===== src/rtl/fqs_pkg.sv =====
// Types, constants and helpers shared by the searchable queue.
package fqs_pkg;

   localparam int DEPTH      = 16;
   localparam int DATA_WIDTH = 32;
   localparam int IDX_W      = (DEPTH > 1) ? $clog2(DEPTH) : 1;
   localparam int CNT_W      = $clog2(DEPTH + 1);

   typedef enum logic [1:0] {
      CMD_ENQ  = 2'd0,
      CMD_DEQ  = 2'd1,
      CMD_PEEK = 2'd2,
      CMD_FIND = 2'd3
   } fqs_cmd_type;

   typedef enum logic [1:0] {
      ST_DONE  = 2'd0,
      ST_EMPTY = 2'd1,
      ST_FULL  = 2'd2
   } fqs_status_type;

   typedef struct packed {
      fqs_cmd_type cmd;
      logic [31:0] value;
   } fqs_req_type;

   typedef struct packed {
      fqs_status_type status;
      logic [31:0]    data_out;
      logic           found;
      logic [4:0]     entries;
   } fqs_rsp_type;

   typedef struct packed {
      logic                  we;
      logic [IDX_W-1:0]      waddr;
      logic [DATA_WIDTH-1:0] wdata;
      logic [IDX_W-1:0]      raddr;
   } fqs_mem_req_type;

   function automatic logic [IDX_W-1:0] next_idx(input logic [IDX_W-1:0] p);
      return (p == IDX_W'(DEPTH - 1)) ? '0 : p + IDX_W'(1);
   endfunction

endpackage


===== src/rtl/fqs_store.sv =====
// Ring store of queue words: one write port, one registered read port.
module fqs_store
   import fqs_pkg::*;
(
   input  logic                  clock,
   input  fqs_mem_req_type       mem_req,
   output logic [DATA_WIDTH-1:0] rd_data
);

   logic [DATA_WIDTH-1:0] mem [DEPTH];
   logic [DATA_WIDTH-1:0] rd_data_ff;

   always_ff @(posedge clock) begin
      if (mem_req.we) begin
         mem[mem_req.waddr] <= mem_req.wdata;
      end
      rd_data_ff <= mem[mem_req.raddr];
   end

   assign rd_data = rd_data_ff;

endmodule


===== src/rtl/fqs_ctrl.sv =====
// Command sequencer with the search compare unit and the result register.
module fqs_ctrl
   import fqs_pkg::*;
(
   input  logic                  clock,
   input  logic                  reset,
   input  logic                  req_valid,
   output logic                  req_stall,
   input  fqs_req_type           req_data,
   output logic                  rsp_valid,
   input  logic                  rsp_stall,
   output fqs_rsp_type           rsp_data,
   output fqs_mem_req_type       mem_req,
   input  logic [DATA_WIDTH-1:0] rd_data
);

   typedef enum logic [1:0] {
      S_IDLE,
      S_READ,
      S_SEARCH,
      S_DONE
   } state_type;

   state_type             state_ff, state_in;
   logic [IDX_W-1:0]      head_ff, head_in;
   logic [IDX_W-1:0]      tail_ff, tail_in;
   logic [CNT_W-1:0]      count_ff, count_in;
   fqs_cmd_type           cmd_ff, cmd_in;
   logic [DATA_WIDTH-1:0] word_ff, word_in;
   logic [IDX_W-1:0]      pos_ff, pos_in;
   logic [CNT_W-1:0]      left_ff, left_in;
   fqs_status_type        status_ff, status_in;
   logic [DATA_WIDTH-1:0] data_ff, data_in;
   logic                  found_ff, found_in;
   logic                  rsp_valid_ff, rsp_valid_in;
   fqs_rsp_type           rsp_ff, rsp_in;
   logic                  accept;

   assign req_stall = (state_ff != S_IDLE);
   assign accept    = req_valid && !req_stall;

   always_comb begin
      state_in      = state_ff;
      head_in       = head_ff;
      tail_in       = tail_ff;
      count_in      = count_ff;
      cmd_in        = cmd_ff;
      word_in       = word_ff;
      pos_in        = pos_ff;
      left_in       = left_ff;
      status_in     = status_ff;
      data_in       = data_ff;
      found_in      = found_ff;
      rsp_valid_in  = rsp_valid_ff;
      rsp_in        = rsp_ff;
      mem_req.we    = 1'b0;
      mem_req.waddr = tail_ff;
      mem_req.wdata = DATA_WIDTH'(req_data.value);
      mem_req.raddr = head_ff;

      if (rsp_valid_ff && !rsp_stall) begin
         rsp_valid_in = 1'b0;
      end

      case (state_ff)
         S_IDLE: begin
            if (accept) begin
               cmd_in    = req_data.cmd;
               word_in   = DATA_WIDTH'(req_data.value);
               status_in = ST_DONE;
               data_in   = '0;
               found_in  = 1'b0;
               state_in  = S_DONE;
               case (req_data.cmd)
                  CMD_ENQ: begin
                     if (count_ff == CNT_W'(DEPTH)) begin
                        status_in = ST_FULL;
                     end else begin
                        mem_req.we = 1'b1;
                        tail_in    = next_idx(tail_ff);
                        count_in   = count_ff + CNT_W'(1);
                     end
                  end
                  CMD_DEQ, CMD_PEEK: begin
                     if (count_ff == '0) begin
                        status_in = ST_EMPTY;
                     end else begin
                        state_in = S_READ;
                     end
                  end
                  CMD_FIND: begin
                     if (count_ff != '0) begin
                        pos_in   = head_ff;
                        left_in  = count_ff;
                        state_in = S_SEARCH;
                     end
                  end
                  default: begin
                  end
               endcase
            end
         end
         S_READ: begin
            data_in = rd_data;
            if (cmd_ff == CMD_DEQ) begin
               head_in  = next_idx(head_ff);
               count_in = count_ff - CNT_W'(1);
            end
            state_in = S_DONE;
         end
         S_SEARCH: begin
            if (rd_data == word_ff) begin
               found_in = 1'b1;
            end
            mem_req.raddr = next_idx(pos_ff);
            pos_in        = next_idx(pos_ff);
            left_in       = left_ff - CNT_W'(1);
            if (left_ff == CNT_W'(1)) begin
               state_in = S_DONE;
            end
         end
         S_DONE: begin
            if (!rsp_valid_ff || !rsp_stall) begin
               rsp_valid_in    = 1'b1;
               rsp_in.status   = status_ff;
               rsp_in.data_out = 32'(data_ff);
               rsp_in.found    = found_ff;
               rsp_in.entries  = 5'(count_ff);
               state_in        = S_IDLE;
            end
         end
         default: begin
            state_in = S_IDLE;
         end
      endcase
   end

   always_ff @(posedge clock) begin
      if (reset) begin
         state_ff     <= S_IDLE;
         head_ff      <= '0;
         tail_ff      <= '0;
         count_ff     <= '0;
         rsp_valid_ff <= 1'b0;
      end else begin
         state_ff     <= state_in;
         head_ff      <= head_in;
         tail_ff      <= tail_in;
         count_ff     <= count_in;
         rsp_valid_ff <= rsp_valid_in;
      end
      cmd_ff    <= cmd_in;
      word_ff   <= word_in;
      pos_ff    <= pos_in;
      left_ff   <= left_in;
      status_ff <= status_in;
      data_ff   <= data_in;
      found_ff  <= found_in;
      rsp_ff    <= rsp_in;
   end

   assign rsp_valid = rsp_valid_ff;
   assign rsp_data  = rsp_ff;

endmodule


===== src/rtl/fifo_queue_with_search.sv =====
// Top level of the searchable first-in first-out queue.
//
//   channel   direction  handshake          payload
//   req_      in         req_valid/stall    fqs_req_type  (cmd, value)
//   rsp_      out        rsp_valid/stall    fqs_rsp_type  (status, data_out, found, entries)
//
// Enqueue and any refused or empty command go from idle straight to the done state; dequeue
// and peek pass a read state first; a search of N held words visits each one in the search
// state, one compare per cycle on the single read port of the ring store.
// Synchronous active-high reset empties the queue; store contents are not cleared.
// The result register holds an item under rsp_stall while the next command is taken;
// req_stall stays high from acceptance until the result is loaded.
module fifo_queue_with_search
   import fqs_pkg::*;
(
   input  logic        clock,
   input  logic        reset,
   input  logic        req_valid,
   output logic        req_stall,
   input  fqs_req_type req_data,
   output logic        rsp_valid,
   input  logic        rsp_stall,
   output fqs_rsp_type rsp_data
);

   fqs_mem_req_type       mem_req;
   logic [DATA_WIDTH-1:0] rd_data;

   fqs_ctrl u_ctrl (
      .clock     (clock),
      .reset     (reset),
      .req_valid (req_valid),
      .req_stall (req_stall),
      .req_data  (req_data),
      .rsp_valid (rsp_valid),
      .rsp_stall (rsp_stall),
      .rsp_data  (rsp_data),
      .mem_req   (mem_req),
      .rd_data   (rd_data)
   );

   fqs_store u_store (
      .clock   (clock),
      .mem_req (mem_req),
      .rd_data (rd_data)
   );

endmodule


===== config.mk =====
export PLATFORM = sky130hd
export DESIGN_NAME = fifo_queue_with_search
export DESIGN_NICKNAME = d
export VERILOG_FILES = /design/src/rtl/fqs_pkg.sv /design/src/rtl/fqs_store.sv /design/src/rtl/fqs_ctrl.sv /design/src/rtl/fifo_queue_with_search.sv
export SDC_FILE = /design/constraint.sdc
export NUM_CORES = 1
export LEC_CHECK = 0
export BUFFER_PORTS_ARGS = -buffer_cell sky130_fd_sc_hd__buf_2
export CAP_MARGIN = 20
export CORE_MARGIN = 3
export CORE_UTILIZATION = 62
export DETAILED_ROUTE_END_ITERATION = 8
export GPL_TIMING_DRIVEN = 1
export MAX_ROUTING_LAYER = met4
export PLACE_DENSITY = 0.86
export RECOVER_POWER = 50
export SLEW_MARGIN = 20
export SYNTH_ARGS = -nofsm -noshare
export SYNTH_HDL_FRONTEND = slang
export SYNTH_SLANG_ARGS = --single-unit

===== constraint.sdc =====
create_clock -name clock -period 5.8 [get_ports clock]
set_input_delay 1.16 -clock clock [delete_from_list [all_inputs] [get_ports clock]]
set_output_delay 1.16 -clock clock [all_outputs]
set_load 0.1 [all_outputs]

Word-level counts from Yosys, hierarchy flattened

Memory sizes are Yosys's and may differ from the RTL's. A register that Yosys moved wholly into a read port is not among the register bits.
Index checks and enable logic that the tools add are counted.

Bits in registers: 134
Bits in writable memories: 512
Bits of input ports: 38
Output and inout port bits: 42
Word-level logic and storage cells: 110
Memories kept: 1

Memories:

| name        | words | width | read ports | clocked after memory_dff | write ports | RTL line        | RTL |
|---|---|---|---|---|---|---|---|
| u_store.mem | 16    | 32    | 1          | 1                        | 1           | fqs_store.sv:10 | `logic [DATA_WIDTH-1:0] mem [DEPTH];` |

Add/sub/neg operators: 6
Equal/unequal tests: 22
Mux-type cells: 41
Bitwise logic cells: 1
Reduce and logical (&&, ||, !) cells: 23

Operator list:

| operator            | count |
|---|---|
| $pmux 32 s2         | 1 |
| $mux 5              | 7 |
| $eq 32x32->1        | 1 |
| $mux 32             | 1 |
| $mux 4              | 7 |
| $pmux 5 s2          | 2 |
| $mux 1              | 13 |
| $add 4x1->4 const B | 3 |
| $eq 4x4->1 const B  | 3 |
| $ne 2x1->1 const B  | 6 |
| $mux 2              | 5 |
| $sub 5x1->5 const B | 2 |
| $eq 2x2->1 const B  | 4 |
| $pmux 2 s2          | 2 |
| $pmux 2 s4          | 1 |
| $pmux 4 s2          | 1 |
| $reduce_and 2->1    | 4 |
| $reduce_and 4->1    | 2 |
| $eq 2x1->1 const B  | 3 |
| $ne 2x2->1 const B  | 3 |
| $reduce_and 3->1    | 2 |
| $reduce_bool 2->1   | 3 |
| $add 5x1->5 const B | 1 |
| $eq 5x1->1 const B  | 1 |
| other kinds (11)    | 15 |

Logic depth before layout (Yosys ltp)

Word-level depth: 7
Depth in mapped cells: 10
Depth with buffers taken out: 8

Cells and area by module

From an unflattened synthesis, not the netlist that was laid out.

Cell total of the unflattened synthesis: 1,226
Area total of the unflattened synthesis: 25,475.7 um2

By module, submodules not included:

| module    | times used | cells an instance | area each (um2) | sequential area each (um2) |
|---|---|---|---|---|
| fqs_store | 1          | 838               | 19,835.3        | 16,015.4 |
| fqs_ctrl  | 1          | 388               | 5,640.4         | 3,863.7 |

Worst setup path after synthesis

OpenSTA, ideal clock, no wires.

Path kind: input to register
From: input req_data[32] (netlist bit)
To: memory u_store.mem[3][0], enable pin
Library setup time: 0.461 ns
Arrival time: 4.161 ns
Data required time: 5.339 ns
Setup slack: 1.178 ns
Stages: 6
Buffers on the path: 0
Cell sequence: inv_1 > ha_1 > nand3_1 > a21oi_2 > nand2_1 > nor3_1

Cells in the longest elaborated chain, start to end: 6

RTL lines:

| element                      | RTL line                     | RTL |
|---|---|---|
| from (decl)                  | fifo_queue_with_search.sv:20 | `input fqs_req_type req_data,` |
| $logic_not 2->1              | fqs_ctrl.sv:74               | `case (req_data.cmd)` |
| $mux 1                       | fqs_ctrl.sv:74               |  |
| $mux 1                       | fqs_ctrl.sv:67               | `if (accept) begin` |
| $mux 1                       | fqs_ctrl.sv:65               | `case (state_ff)` |
| $mux 1                       | fqs_store.sv:14              | `if (mem_req.we) begin` |
| $mux 1 (implied by the code) | fqs_store.sv:15              | `mem[mem_req.waddr] <= mem_req.wdata;` |
| to (decl)                    | fqs_store.sv:10              |  |

No other way between the ends.

Final worst setup path

From: register u_ctrl.state_ff[1]
To: register u_ctrl.data_ff[11], enable pin

Cells in the longest elaborated chain, start to end: 5
Elaborated cells on any way between the ends: 8
Classes of those cells: 2 x eq/ne; 6 x reduce/logical

RTL lines:

| element                      | RTL line        | RTL |
|---|---|---|
| from (decl)                  | fqs_ctrl.sv:24  | `state_type state_ff, state_in;` |
| from (signal assigned)       | fqs_ctrl.sv:146 | `state_ff <= state_in;` |
| $reduce_bool 2->1            | fqs_ctrl.sv:39  | `assign req_stall = (state_ff != S_IDLE);` |
| $logic_not 1->1              | fqs_ctrl.sv:40  | `assign accept = req_valid && !req_stall;` |
| $logic_and 1x1->1            | fqs_ctrl.sv:40  |  |
| $ne 2x1->1 (no line)         | -               |  |
| $reduce_and 2->1 (no line) * | -               |  |
| to (signal assigned)         | fqs_ctrl.sv:157 | `data_ff <= data_in;` |
| to (decl)                    | fqs_ctrl.sv:33  | `logic [DATA_WIDTH-1:0] data_ff, data_in;` |

Every way passes the cells marked *; elsewhere a longest branch is shown, timed or not.
A chain may end at the register's enable or synchronous reset.

==> reports/qor.yml <==
run_status:
  outcome: "complete, but fails checks"
  violations: "max-capacitance violations, max-slew violations"
synthesis:
  ys_async_sr_fraction_pct: 0
  synth.avg_cell_area_sq_um: 21.8
  synthTopCellsByArea: "edfxtp_1 73%, mux4_1 6.5%, mux4_2 5.6%"
  ys_seq_elements: 678
  yosysSeqAreaShare_pct: 76.6
  synth_cells: 1191
  post-synth-top-area-cell: "edfxtp_1"
  yosysWarnings: 0
  synthesis.nets: 1248
  synth-main-ff-cell: "edfxtp_1"
  synth.most_common_cell: "edfxtp_1"
  ys_types: 46
  synth_edf_count: 630
  synth_area_sq_mm: 0.0259
  synth_common_cells: "630 x edfxtp_1, 98 x mux2i_1, 64 x mux4_1, 64 x mux4_2, 48 x dfxtp_1"
  synth.top_cell.area_share_pct: 72.9
power_and_ir_drop:
  p_leak_nw: 9.97
  power.density_mw_per_mm2: 439
  irDropWorstVdd_mv: 0.369
  p_total_mw: 12.9
timing:
  fin_worst_skew_ps: 18.5
  worst_pin_slew_ps: 3030
  fmax_mhz: 257
  timing.final.crit_share_pct: 67.0
  rsz0062_at_grt: "false"
  maxSlewHeadroom_pct: -102
  setup_tns_ps: 0
  setup_violations: 0
  min_period_ps: 3880
  final-hold-violation-count: 0
  slew_viol_final: 117
global_routing:
  grt_pass1_wl_mm: 81.6
  grt_pass1_vias: 12800
  grt_start_max_net_pins: 59
  grt_use_total_pct: 25.8
  grt-ovfl-total: 0
  antenna_found_initial: 0
final_layout:
  diodes: 0
  final_cells: 1902
  fin_nets: 1376
  syn2layout_area_growth_pct: 12.9
  ff_latch_area_sq_mm: 0.0199
  multi_input_area_sq_mm: 0.00574
  drive_gt1_share_pct: 19.3
  final.fill_count: 2312
place:
  portBuffers: 79
  place_congestion: 0.806
  placed_cells: 1778
  hpwl_mm: 29.9
worst_setup_path:
  path_cells: "inv_1, ha_1, clkbuf_1, inv_2, o21ai_4, buf_4"
  crit_buf_inv: 4
  crit_required_ps: 6090
  crit_slowest_cell: "clkbuf_1"
  critPathCaptureType: "register"
  arrival_ps: 4170
  cp_max_fo: 38
  slowest_delay_ps: 1580
  path_class: "reg2reg"
  start_kind: "register"
  critPathTopFamily: "buffers and inverters"
clock_network:
  clock_sinks: 678
  cts_root_buf: "clkbuf_16"
  cts_resized: 0
  tritoncts: "done"
  path_clk_slew_ps: 70
  clkLatencyLatePin_ps: 620
  h-tree-depth: 2
  clockBufferDepth: 3
  cts_inserted_buffers: 60
  postCtsHoldBufs: 0
  post_cts_buffers: 0
routing:
  ant_nets: 0
  via_per_inst: 6.51
  post_drt_wl_per_cell_um: 29.7
  num_vias: 12400
  routed_wl_mm: 56.5
  drc: 0
  firstDrtPassIters: 5
  drt_iter0_drc: 1284
floorplan:
  die_w_um: 211
  dieArea_sq_mm: 0.0443
  die_h_um: 211
  core_area_sq_mm: 0.0411
  initial_core_util_pct: 63.1
  rows: 74
  io_pins: 80
run:
  drv_cap: 3
worst_hold_path:
  min_path_type: "reg2reg"
==> power breakdown <==
group | total (mW) | switching, mW | internal [mW] | leakage, nW
sequential | 6.09 | 0.228 | 5.86 | 6.12
clock | 4.24 | 1.78 | 2.46 | 1.02
combinational | 2.53 | 1.56 | 0.966 | 2.83
total | 12.9 | 3.57 | 9.29 | 9.97
==> placed cells by master (no fill, tap or decap), types with 2 or more instances in the layout <==
master	instances
edfxtp_1	630
mux2i_1	98
mux4_2	64
mux4_1	64
clkbuf_16	60
dfxtp_1	48
clkbuf_1	47
buf_2	45
xnor2_1	37
nor2_1	27
and2_0	25
a21oi_1	18
ha_1	18
nand2_1	17
buf_4	16
clkinv_2	14
inv_1	12
nor2_4	12
bufinv_16	11
nand4_1	9
and2_1	8
clkinvlp_4	7
buf_12	7
buf_16	7
nand3_1	5
clkinv_1	5
xor2_1	5
clkbuf_8	5
nor3_2	4
o21ai_1	3
inv_2	3
a31oi_1	3
nor4_1	3
nand2b_1	3
or3_1	3
o21ai_0	3
nor3_1	2
a21o_1	2
==> state kept, by name, indices dropped and copies added (netlist names) <==
signal and cells:
u_store.mem 512, u_ctrl.rsp_data 40, u_ctrl.data_ff 32, u_ctrl.word_ff 32
u_store.rd_data 32, u_ctrl.count_ff 5, u_ctrl.left_ff 5, u_ctrl.head_ff 4
u_ctrl.pos_ff 4, u_ctrl.tail_ff 4, u_ctrl.cmd_ff 2, u_ctrl.state_ff 2
u_ctrl.status_ff 2, u_ctrl.found_ff 1, u_ctrl.rsp_valid 1
==> path summary, 6_finish.rpt <==
path	to	start	depth (start not counted)	slack [ps]
worst min-delay path	u_ctrl.rsp_data[28]	u_ctrl.data_ff[22]	0	420
worst max register to register	u_ctrl.data_ff[11]	u_ctrl.state_ff[1]	6	1920
worst max-delay path	u_ctrl.data_ff[11]	u_ctrl.state_ff[1]	6	1920
worst min register to register	u_ctrl.rsp_data[28]	u_ctrl.data_ff[22]	0	420
==> cell families (layout without fill, tap and decap cells) <==
kind of cell / Yosys count / count (layout) / share of synthesized area (%)
muxes: 228 / 228 / 15.9
and+or+nand+nor: 124 / 124 / 2.43
adders and majority gates: 19 / 19 / 0.945
DFF: 678 / 678 / 76.6
AOI/OAI and AO/OA: 37 / 37 / 0.854
buffers and inverters: 63 / 242 / 1.79
xor gates and xnor gates: 42 / 42 / 1.42
==> layer usage <==
metal | GRT usage, % | vias up | part of all wire [%] | wire length (um)
met1 | 34.7 | 6472 | 39 | 21900
met5 | - | - | 0 | 0
li1 | - | 5127 | - | -
met4 | 8.89 | 0 | 3.3 | 1860
met3 | 4.70 | 123 | 7.1 | 3990
met2 | 41.0 | 656 | 51 | 28800
==> cell type report <==
cell class / instances / area share [%]
clock buffer: 75 / 5.49
sequential: 678 / 67.9
tap: 532 / 2.27
clock inverter: 38 / 1.68
inverter: 16 / 0.205
multi-input combinational: 450 / 19.6
timing repair buffer: 113 / 2.84
==> metrics by stage <==
step	hold slack (ps)	utilization [%]	instance area (sq um)	worst slack, ps
after CTS	419	70.7	29100	2240
final	417	71.2	29300	1920
after floorplan	400	-	25900	1180
after global routing	421	71.2	29300	1700
after detailed placement	405	65.6	27000	1910
after global placement	402	65.5	26900	2130
==> worst reg2reg max path, stage by stage, from the launching register on <==
cell	delay [ps]
dfxtp_1	340
inv_1	80
ha_1	140
clkbuf_1	1580
inv_2	250
o21ai_4	710
buf_4	430
Note: power is estimated with default switching activity, not from simulation.
